[src/design/ck_alpha_pkg.sv]
// Package with widths, codes and types shared by the chroma key design.
package ck_alpha_pkg;

  localparam int CHAN_W    = 8;
  localparam int REG_IDX_W = 3;
  localparam int SQ_W      = 2 * CHAN_W;
  localparam int REACH_W   = CHAN_W + 1;
  localparam int DIST_W    = 18;
  localparam int OUTER_W   = 20;
  localparam int DEN_W     = OUTER_W;
  localparam int NUM_W     = 28;
  localparam int DIV_STEPS = CHAN_W;
  localparam int FRONT_STAGES = 5;
  localparam int CK_LATENCY   = FRONT_STAGES + DIV_STEPS + 1;

  typedef enum logic [REG_IDX_W-1:0] {
    REG_KEY_RED   = 3'd0,
    REG_KEY_GREEN = 3'd1,
    REG_KEY_BLUE  = 3'd2,
    REG_TOLERANCE = 3'd3,
    REG_SMOOTHING = 3'd4
  } ck_reg_t;

  typedef enum logic [1:0] {
    SEL_CLEAR = 2'd0,
    SEL_SCALE = 2'd1,
    SEL_KEEP  = 2'd2
  } ck_sel_t;

  typedef struct packed {
    logic [CHAN_W-1:0] blue;
    logic [CHAN_W-1:0] green;
    logic [CHAN_W-1:0] red;
    logic [CHAN_W-1:0] alpha;
    ck_sel_t           sel;
  } ck_pix_t;

  localparam logic [CHAN_W-1:0] KEY_RED_RST   = 8'd0;
  localparam logic [CHAN_W-1:0] KEY_GREEN_RST = 8'd255;
  localparam logic [CHAN_W-1:0] KEY_BLUE_RST  = 8'd0;
  localparam logic [CHAN_W-1:0] TOL_RST       = 8'd26;
  localparam logic [CHAN_W-1:0] SMOOTH_RST    = 8'd26;

endpackage

[src/design/ck_alpha_div.sv]
// Pipelined restoring divider producing one quotient bit per stage.
module ck_alpha_div (
  input  logic                             clk,
  input  logic                             rst_n,
  input  logic                             div_valid,
  input  logic [ck_alpha_pkg::NUM_W-1:0]   div_num,
  input  logic [ck_alpha_pkg::DEN_W-1:0]   div_den,
  input  ck_alpha_pkg::ck_pix_t            div_side,
  output logic                             quot_valid,
  output logic [ck_alpha_pkg::DIV_STEPS-1:0] quot,
  output ck_alpha_pkg::ck_pix_t            quot_side
);
  import ck_alpha_pkg::*;

  logic                 v_in   [DIV_STEPS];
  logic [NUM_W-1:0]     rem_in [DIV_STEPS];
  logic [DEN_W-1:0]     den_in [DIV_STEPS];
  logic [DIV_STEPS-1:0] q_in   [DIV_STEPS];
  ck_pix_t              sd_in  [DIV_STEPS];

  logic                 v_r    [DIV_STEPS];
  logic [NUM_W-1:0]     rem_r  [DIV_STEPS];
  logic [DEN_W-1:0]     den_r  [DIV_STEPS];
  logic [DIV_STEPS-1:0] q_r    [DIV_STEPS];
  ck_pix_t              sd_r   [DIV_STEPS];

  for (genvar i = 0; i < DIV_STEPS; i++) begin : g_step
    localparam int SH = DIV_STEPS - 1 - i;
    logic [NUM_W:0]   den_sh;
    logic [NUM_W:0]   trial;
    logic             ge;
    logic [NUM_W-1:0] rem_nxt;

    if (i == 0) begin : g_first
      assign v_in[i]   = div_valid;
      assign rem_in[i] = div_num;
      assign den_in[i] = div_den;
      assign q_in[i]   = '0;
      assign sd_in[i]  = div_side;
    end else begin : g_next
      assign v_in[i]   = v_r[i-1];
      assign rem_in[i] = rem_r[i-1];
      assign den_in[i] = den_r[i-1];
      assign q_in[i]   = q_r[i-1];
      assign sd_in[i]  = sd_r[i-1];
    end

    // The shifted divisor always fits, so a borrow means the bit is zero.
    assign den_sh  = {{(NUM_W + 1 - DEN_W){1'b0}}, den_in[i]} << SH;
    assign trial   = {1'b0, rem_in[i]} - den_sh;
    assign ge      = ~trial[NUM_W];
    assign rem_nxt = ge ? trial[NUM_W-1:0] : rem_in[i];

    always_ff @(posedge clk) begin
      if (!rst_n) begin
        v_r[i] <= 1'b0;
      end else begin
        v_r[i] <= v_in[i];
      end
    end

    always_ff @(posedge clk) begin
      rem_r[i] <= rem_nxt;
      den_r[i] <= den_in[i];
      q_r[i]   <= {q_in[i][DIV_STEPS-2:0], ge};
      sd_r[i]  <= sd_in[i];
    end
  end

  assign quot_valid = v_r[DIV_STEPS-1];
  assign quot       = q_r[DIV_STEPS-1];
  assign quot_side  = sd_r[DIV_STEPS-1];

endmodule

[src/design/chroma_key_alpha.sv]
// Soft chroma key on one BGRA pixel per clock: top level with the front pipeline.
//
// Each transaction on the input side is one BGRA pixel, taken at every rising edge where
// start is high and busy is low. busy is high only while reset is asserted, so after reset
// the block can take a pixel in every cycle. The keyed pixel appears on the out_ ports for
// exactly one cycle, marked by out_strobe: five stages compute the squared distance to the
// key color, the two thresholds, the region select and the divider operands, eight stages
// of a restoring divider produce one quotient bit each, and one stage registers
// the result. Results come out in input order and the receiver cannot stall them, so a
// consumer must take out_ data in the cycle out_strobe is high. The color bytes pass
// through unchanged. The alpha is cleared inside the inner radius 3*tol^2, scaled by
// (dist - inner) / (outer - inner), truncated, inside the outer radius
// 3*(tol + smooth)^2, and left alone beyond it. The five key registers are written through
// the cfg_ port, which is always ready; writes to indexes past the smoothing register are
// dropped. Registers should only be changed while no pixel is in flight.
module chroma_key_alpha (
  input  logic                                 clk,
  input  logic                                 rst_n,
  input  logic                                 start,
  output logic                                 busy,
  input  logic [ck_alpha_pkg::CHAN_W-1:0]      in_blue,
  input  logic [ck_alpha_pkg::CHAN_W-1:0]      in_green,
  input  logic [ck_alpha_pkg::CHAN_W-1:0]      in_red,
  input  logic [ck_alpha_pkg::CHAN_W-1:0]      in_alpha,
  output logic                                 out_strobe,
  output logic [ck_alpha_pkg::CHAN_W-1:0]      out_blue,
  output logic [ck_alpha_pkg::CHAN_W-1:0]      out_green,
  output logic [ck_alpha_pkg::CHAN_W-1:0]      out_red,
  output logic [ck_alpha_pkg::CHAN_W-1:0]      out_alpha,
  input  logic                                 cfg_valid,
  output logic                                 cfg_ready,
  input  logic [ck_alpha_pkg::REG_IDX_W-1:0]   cfg_index,
  input  logic [ck_alpha_pkg::CHAN_W-1:0]      cfg_data
);
  import ck_alpha_pkg::*;

  // Configuration registers.
  logic [CHAN_W-1:0] key_red_r, key_green_r, key_blue_r, tol_r, smooth_r;

  // The block never pushes back except while held in reset.
  assign busy      = ~rst_n;
  assign cfg_ready = 1'b1;

  logic accept;
  assign accept = start & ~busy;

  always_ff @(posedge clk) begin
    if (!rst_n) begin
      key_red_r   <= KEY_RED_RST;
      key_green_r <= KEY_GREEN_RST;
      key_blue_r  <= KEY_BLUE_RST;
      tol_r       <= TOL_RST;
      smooth_r    <= SMOOTH_RST;
    end else if (cfg_valid && cfg_ready) begin
      case (ck_reg_t'(cfg_index))
        REG_KEY_RED:   key_red_r   <= cfg_data;
        REG_KEY_GREEN: key_green_r <= cfg_data;
        REG_KEY_BLUE:  key_blue_r  <= cfg_data;
        REG_TOLERANCE: tol_r       <= cfg_data;
        REG_SMOOTHING: smooth_r    <= cfg_data;
        default: ;
      endcase
    end
  end

  // Stage 1: absolute channel differences and the outer reach.
  logic              s1_v_r;
  logic [CHAN_W-1:0] s1_dr_r, s1_dg_r, s1_db_r, s1_tol_r;
  logic [REACH_W-1:0] s1_reach_r;
  logic [CHAN_W-1:0] s1_b_r, s1_g_r, s1_r_r, s1_a_r;
  logic [CHAN_W-1:0] dr_nxt, dg_nxt, db_nxt;

  assign dr_nxt = (in_red >= key_red_r) ? in_red - key_red_r : key_red_r - in_red;
  assign dg_nxt = (in_green >= key_green_r) ? in_green - key_green_r
                                            : key_green_r - in_green;
  assign db_nxt = (in_blue >= key_blue_r) ? in_blue - key_blue_r : key_blue_r - in_blue;

  // Stage 2: squares.
  logic              s2_v_r;
  logic [SQ_W-1:0]   s2_sr_r, s2_sg_r, s2_sb_r, s2_tol2_r;
  logic [DIST_W-1:0] s2_reach2_r;
  logic [CHAN_W-1:0] s2_b_r, s2_g_r, s2_r_r, s2_a_r;

  // Stage 3: distance and both thresholds.
  logic               s3_v_r;
  logic [DIST_W-1:0]  s3_dist_r, s3_inner_r;
  logic [OUTER_W-1:0] s3_outer_r;
  logic [CHAN_W-1:0]  s3_b_r, s3_g_r, s3_r_r, s3_a_r;
  logic [DIST_W-1:0]  dist_nxt, inner_nxt;
  logic [OUTER_W-1:0] outer_nxt;

  assign dist_nxt  = DIST_W'(s2_sr_r) + DIST_W'(s2_sg_r) + DIST_W'(s2_sb_r);
  assign inner_nxt = {1'b0, s2_tol2_r, 1'b0} + DIST_W'(s2_tol2_r);
  assign outer_nxt = {1'b0, s2_reach2_r, 1'b0} + OUTER_W'(s2_reach2_r);

  // Stage 4: region select, numerator term and divisor.
  logic              s4_v_r;
  ck_sel_t           s4_sel_r;
  logic [DIST_W-1:0] s4_diff_r;
  logic [DEN_W-1:0]  s4_den_r;
  logic [CHAN_W-1:0] s4_b_r, s4_g_r, s4_r_r, s4_a_r;
  ck_sel_t           sel_nxt;

  always_comb begin
    if (s3_dist_r < s3_inner_r) begin
      sel_nxt = SEL_CLEAR;
    end else if (OUTER_W'(s3_dist_r) < s3_outer_r) begin
      sel_nxt = SEL_SCALE;
    end else begin
      sel_nxt = SEL_KEEP;
    end
  end

  // Stage 5: numerator product.
  logic             s5_v_r;
  logic [NUM_W-1:0] s5_num_r;
  logic [DEN_W-1:0] s5_den_r;
  ck_pix_t          s5_side_r;

  always_ff @(posedge clk) begin
    if (!rst_n) begin
      s1_v_r <= 1'b0;
      s2_v_r <= 1'b0;
      s3_v_r <= 1'b0;
      s4_v_r <= 1'b0;
      s5_v_r <= 1'b0;
    end else begin
      s1_v_r <= accept;
      s2_v_r <= s1_v_r;
      s3_v_r <= s2_v_r;
      s4_v_r <= s3_v_r;
      s5_v_r <= s4_v_r;
    end
  end

  always_ff @(posedge clk) begin
    s1_dr_r     <= dr_nxt;
    s1_dg_r     <= dg_nxt;
    s1_db_r     <= db_nxt;
    s1_tol_r    <= tol_r;
    s1_reach_r  <= REACH_W'(tol_r) + REACH_W'(smooth_r);
    s1_b_r      <= in_blue;
    s1_g_r      <= in_green;
    s1_r_r      <= in_red;
    s1_a_r      <= in_alpha;

    s2_sr_r     <= SQ_W'(s1_dr_r) * SQ_W'(s1_dr_r);
    s2_sg_r     <= SQ_W'(s1_dg_r) * SQ_W'(s1_dg_r);
    s2_sb_r     <= SQ_W'(s1_db_r) * SQ_W'(s1_db_r);
    s2_tol2_r   <= SQ_W'(s1_tol_r) * SQ_W'(s1_tol_r);
    s2_reach2_r <= DIST_W'(s1_reach_r) * DIST_W'(s1_reach_r);
    s2_b_r      <= s1_b_r;
    s2_g_r      <= s1_g_r;
    s2_r_r      <= s1_r_r;
    s2_a_r      <= s1_a_r;

    s3_dist_r   <= dist_nxt;
    s3_inner_r  <= inner_nxt;
    s3_outer_r  <= outer_nxt;
    s3_b_r      <= s2_b_r;
    s3_g_r      <= s2_g_r;
    s3_r_r      <= s2_r_r;
    s3_a_r      <= s2_a_r;

    s4_sel_r    <= sel_nxt;
    s4_diff_r   <= s3_dist_r - s3_inner_r;
    s4_den_r    <= s3_outer_r - OUTER_W'(s3_inner_r);
    s4_b_r      <= s3_b_r;
    s4_g_r      <= s3_g_r;
    s4_r_r      <= s3_r_r;
    s4_a_r      <= s3_a_r;

    s5_num_r    <= NUM_W'(s4_a_r) * NUM_W'(s4_diff_r);
    s5_den_r    <= s4_den_r;
    s5_side_r   <= '{blue: s4_b_r, green: s4_g_r, red: s4_r_r, alpha: s4_a_r,
                     sel: s4_sel_r};
  end

  // Divider: eight stages, one quotient bit each. The quotient is only used in the
  // scaled region, where it never exceeds the input alpha.
  logic                 div_v;
  logic [DIV_STEPS-1:0] div_q;
  ck_pix_t              div_side;

  ck_alpha_div u_div (
    .clk        (clk),
    .rst_n      (rst_n),
    .div_valid  (s5_v_r),
    .div_num    (s5_num_r),
    .div_den    (s5_den_r),
    .div_side   (s5_side_r),
    .quot_valid (div_v),
    .quot       (div_q),
    .quot_side  (div_side)
  );

  // Output register: choose the final alpha.
  logic              out_v_r;
  logic [CHAN_W-1:0] out_b_r, out_g_r, out_r_r, out_a_r;
  logic [CHAN_W-1:0] alpha_nxt;

  always_comb begin
    case (div_side.sel)
      SEL_CLEAR: alpha_nxt = '0;
      SEL_SCALE: alpha_nxt = CHAN_W'(div_q);
      default:   alpha_nxt = div_side.alpha;
    endcase
  end

  always_ff @(posedge clk) begin
    if (!rst_n) begin
      out_v_r <= 1'b0;
    end else begin
      out_v_r <= div_v;
    end
  end

  always_ff @(posedge clk) begin
    out_b_r <= div_side.blue;
    out_g_r <= div_side.green;
    out_r_r <= div_side.red;
    out_a_r <= alpha_nxt;
  end

  assign out_strobe = out_v_r;
  assign out_blue   = out_b_r;
  assign out_green  = out_g_r;
  assign out_red    = out_r_r;
  assign out_alpha  = out_a_r;

endmodule

[config.mk]
export PLATFORM = sky130hd
export DESIGN_NAME = chroma_key_alpha
export DESIGN_NICKNAME = d
export VERILOG_FILES = /design/src/design/ck_alpha_pkg.sv /design/src/design/ck_alpha_div.sv /design/src/design/chroma_key_alpha.sv
export SDC_FILE = /design/constraint.sdc
export NUM_CORES = 2
export LEC_CHECK = 0
export BUFFER_PORTS_ARGS = -buffer_cell sky130_fd_sc_hd__clkbuf_2
export CORE_ASPECT_RATIO = 1.5
export CORE_MARGIN = 2
export CORE_UTILIZATION = 63
export CTS_CLUSTER_DIAMETER = 100
export DETAILED_ROUTE_END_ITERATION = 10
export HOLD_SLACK_MARGIN = 0.1
export PLACE_DENSITY = 0.86
export SYNTH_ARGS = -nofsm -noshare
export SYNTH_HDL_FRONTEND = slang
export SYNTH_HIERARCHICAL = 1
export SYNTH_SLANG_ARGS = --single-unit
[constraint.sdc]
create_clock -name clk -period 5.58 [get_ports clk]
set_input_delay 1.116 -clock clk [delete_from_list [all_inputs] [get_ports clk]]
set_output_delay 1.116 -clock clk [all_outputs]
set_load 0.02 [all_outputs]
==> qor.csv <==
metric;value;unit
outcome;finished clean;
Rel. slew slack;29.0;%
Hold Vio Cnt, Final;0;
number of diodes;0;
gpl congestion;0.941;
Setup Slack @ Placement;0.500;ns
Achievable Freq;194;MHz
Compound-Gate Fraction of Synth Area;12.0;%
largest family of logic cells by synthesized area;adder cells;
Area Overhead vs Synth;9.24;%
arrival time of the worst setup path;5.73;ns
detailed placer's ending HPWL;80.4;mm
Period minus WS final;5.14;ns
FFs w/ async S/R, synth;0;%
Resized Gates After CTS;0;
Synth warnings;6;
Tightest Pin Transition;1.07;ns
Cells after Synth;5208;
mux contribution to synthesized area;1.31;%
Die Height;360;um
Yosys cell types;95;
setup TNS;0;ns
CP Capture Type;register;
fin crit share;92.2;%
Post-CTS Hold Buffers;0;
CTS tree;yes;
final setup vio count;0;
Tot GR Track Use;26.0;%
final core occ;69.4;%
number of synthesized register bits;1150;
DIE WIDTH;241;um
drt first pass iters;5;
Final ANT Viol Nets;0;
initial DRC count;1536;
pin count of the biggest net entering global routing;42;
Area after DPL;54800;um2
mapped cell area;53200;um2
DR vias/cell;5.55;
die area;86900;um2
placement row count;130;
peak fanout along the critical path;19;
Fillers;5833;
simple-gate share of the synthesized area;11.1;%
final worst slack;0.438;ns
vias in the first global route;38900;
Routed WL;110;mm
Max Slew Vio Count;0;
critical path type;register to register;
Worst-Skew Late Latency;0.72;ns
cell area after layout;58100;um2
core footprint;83800;um2
Max Clock Skew;0.0825;ns
Critical Path RT;6.16;ns
first-pass GRT wire length;182;mm
cts bufs inserted;99;
Post-route DRC;0;
IO Port Bufs;80;
Post-synth EDFFs;0;
post-CTS setup buffers;0;
I/O pins;82;
via count;36200;
sequential share of the synthesized area;43.3;%
Starting Density;63.5;%
MaxCap Viol Count;0;
# nets final;6148;
share of layout cells above drive strength 1;6.25;%
Reg clk slew, reported paths;0.06;ns
ys flop type;dfxtp_1;
xor/xnor cell area share of the yosys netlist;5.07;%
Remaining Overflow, GRT;0;
CTS sink cnt;1150;
H-tree depth;3;
CTS Root Cell;clkbuf_16;
CP Launch Type;register;
Post-Synth Adder-Cell Area;22.0;%
clk buf depth;3;
RSZ-0062 raised after global routing;no;
Syn Area/Cell;10.2;um2
drt wl/cell;16.9;um
Min-Delay Path Class;register to register;
initial antenna violation count;0;
[worst max-delay path: stages (launching register included)]
cell and delay [ns]:
dfxtp_1 0.77, and2_1 0.24, fa_1 0.44, fa_1 0.53, fa_1 0.56, inv_1 0.08
fa_1 0.54, inv_1 0.04, ha_1 0.39, a21oi_1 0.28, nand2b_1 0.13, a2bb2oi_1 0.15
and3_1 0.22, a221oi_4 0.34, mux2i_1 0.22, nand3_1 0.08
[through the flow]
stage	std cells	hold slack, ns
5_1_grt	6526	0.294
6_report	6526	0.290
3_3_place_gp	6347	0.310
4_1_cts	6526	0.293
2_1_floorplan	5217	0.310
3_5_place_dp	6347	0.312
[cells in the mapped netlist, drive strengths merged, types with 7 or more instances]
cell type | instances | area (um2)
o22ai | 9 | 62.6
nand2 | 355 | 1340
inv | 648 | 2430
o31a | 9 | 78.8
a21o | 133 | 1000
or3 | 21 | 131
a221oi | 14 | 153
buf | 23 | 133
o21a | 43 | 323
o21ai | 207 | 1050
a21boi | 10 | 75.1
a211oi | 36 | 280
a211o | 7 | 61.3
nor2b | 65 | 407
nand3 | 58 | 290
clkbuf | 61 | 229
or2 | 14 | 87.6
and3 | 30 | 188
nand4 | 28 | 175
mux2i | 28 | 280
nor2 | 225 | 845
xnor2 | 216 | 1890
o21bai | 32 | 240
and2 | 233 | 1460
o31ai | 27 | 221
a31oi | 31 | 200
and4 | 8 | 70.1
nor4 | 16 | 106
ha | 509 | 6370
a21oi | 318 | 1610
dfxtp | 1150 | 23000
fa | 266 | 5330
o2111ai | 10 | 87.6
o211ai | 29 | 218
a22o | 10 | 87.6
xor2 | 92 | 806
nand2b | 63 | 394
nor3 | 43 | 220
mux2 | 37 | 417
[cell usage in the layout, fill, tap and decap left out, types with 12 or more instances in the layout]
cell,n
inv_1,647
clkbuf_16,99
o21ai_0,193
o211ai_1,29
mux2_2,36
and3_1,30
mux2i_1,28
nand2_1,354
nor2b_1,65
clkbuf_8,14
o21a_1,43
or2_2,14
a21o_1,132
o31ai_1,25
ha_1,509
xnor2_1,216
a21oi_1,314
xor2_1,92
or3_1,21
buf_4,12
a211oi_1,34
and2_1,233
fa_1,266
nand4_1,28
nor3_1,42
nand3_1,58
nor2_1,225
nor4_1,15
clkbuf_1,21
o21bai_1,32
clkinv_2,20
a31oi_1,30
clkbuf_2,80
nand2b_1,63
dfxtp_1,1150
[per-layer routing]
metal | GRT usage [%] | part of all wire, % | wire (um) | vias up
met3 | 3.81 | 3.2 | 3530 | 451
li1 | - | - | - | 17500
met2 | 51.0 | 55 | 61000 | 867
met1 | 23.6 | 34 | 37400 | 17400
met5 | 0 | 0 | 0 | -
met4 | 18.4 | 7.6 | 8410 | 0
[cell families (layout without fill, tap and decap cells)]
group | count (synthesis) | in the layout
other | 2 | 11
adder cells (fa/ha/maj) | 775 | 775
flip-flops | 1150 | 1150
AND/OR/NAND/NOR | 1186 | 1186
AO/OA/AOI/OAI | 989 | 989
XOR/XNOR | 308 | 308
multiplexers | 65 | 65
buffers and inverters | 733 | 920
[layout make-up]
cell class / count / area (um2) / area share [%]
clock buffer: 134 / 2750 / 4.73
clock inverter: 45 / 594 / 1.02
inverter: 649 / 2440 / 4.19
multi-input combinational: 3334 / 27500 / 47.2
sequential: 1150 / 23000 / 39.6
tap: 1122 / 1400 / 2.41
timing repair buffer: 92 / 490 / 0.843
[sequential cells by signal, summed over array words and instances (netlist names), 17 cells and up]
signal / cells
s3_inner_r: 17
s5_num_r: 26
s4_diff_r: 18
u_div/den_r: 140
s4_den_r: 20
s3_outer_r: 19
s3_dist_r: 18
u_div/sd_r: 272
u_div/rem_r: 196
s2_reach2_r: 17
s5_side_r: 34
u_div/q_r: 36
s5_den_r: 20
[worst paths after layout]
| check | startpoint | endpoint | slack (ns) | cells after the start |
|---|---|---|---|---|
| worst min register to register | s4_den_r[9] | s5_den_r[9] | 0.29 | 0 |
| worst max register to register | s4_a_r[5] | s5_num_r[23] | 0.44 | 15 |
| worst min-delay path | s4_den_r[9] | s5_den_r[9] | 0.29 | 0 |
| worst max-delay path | s4_a_r[5] | s5_num_r[23] | 0.44 | 15 |
Power is not shown: default switching activity piles up to over one toggle a cycle in this logic, so the estimate is an artifact.
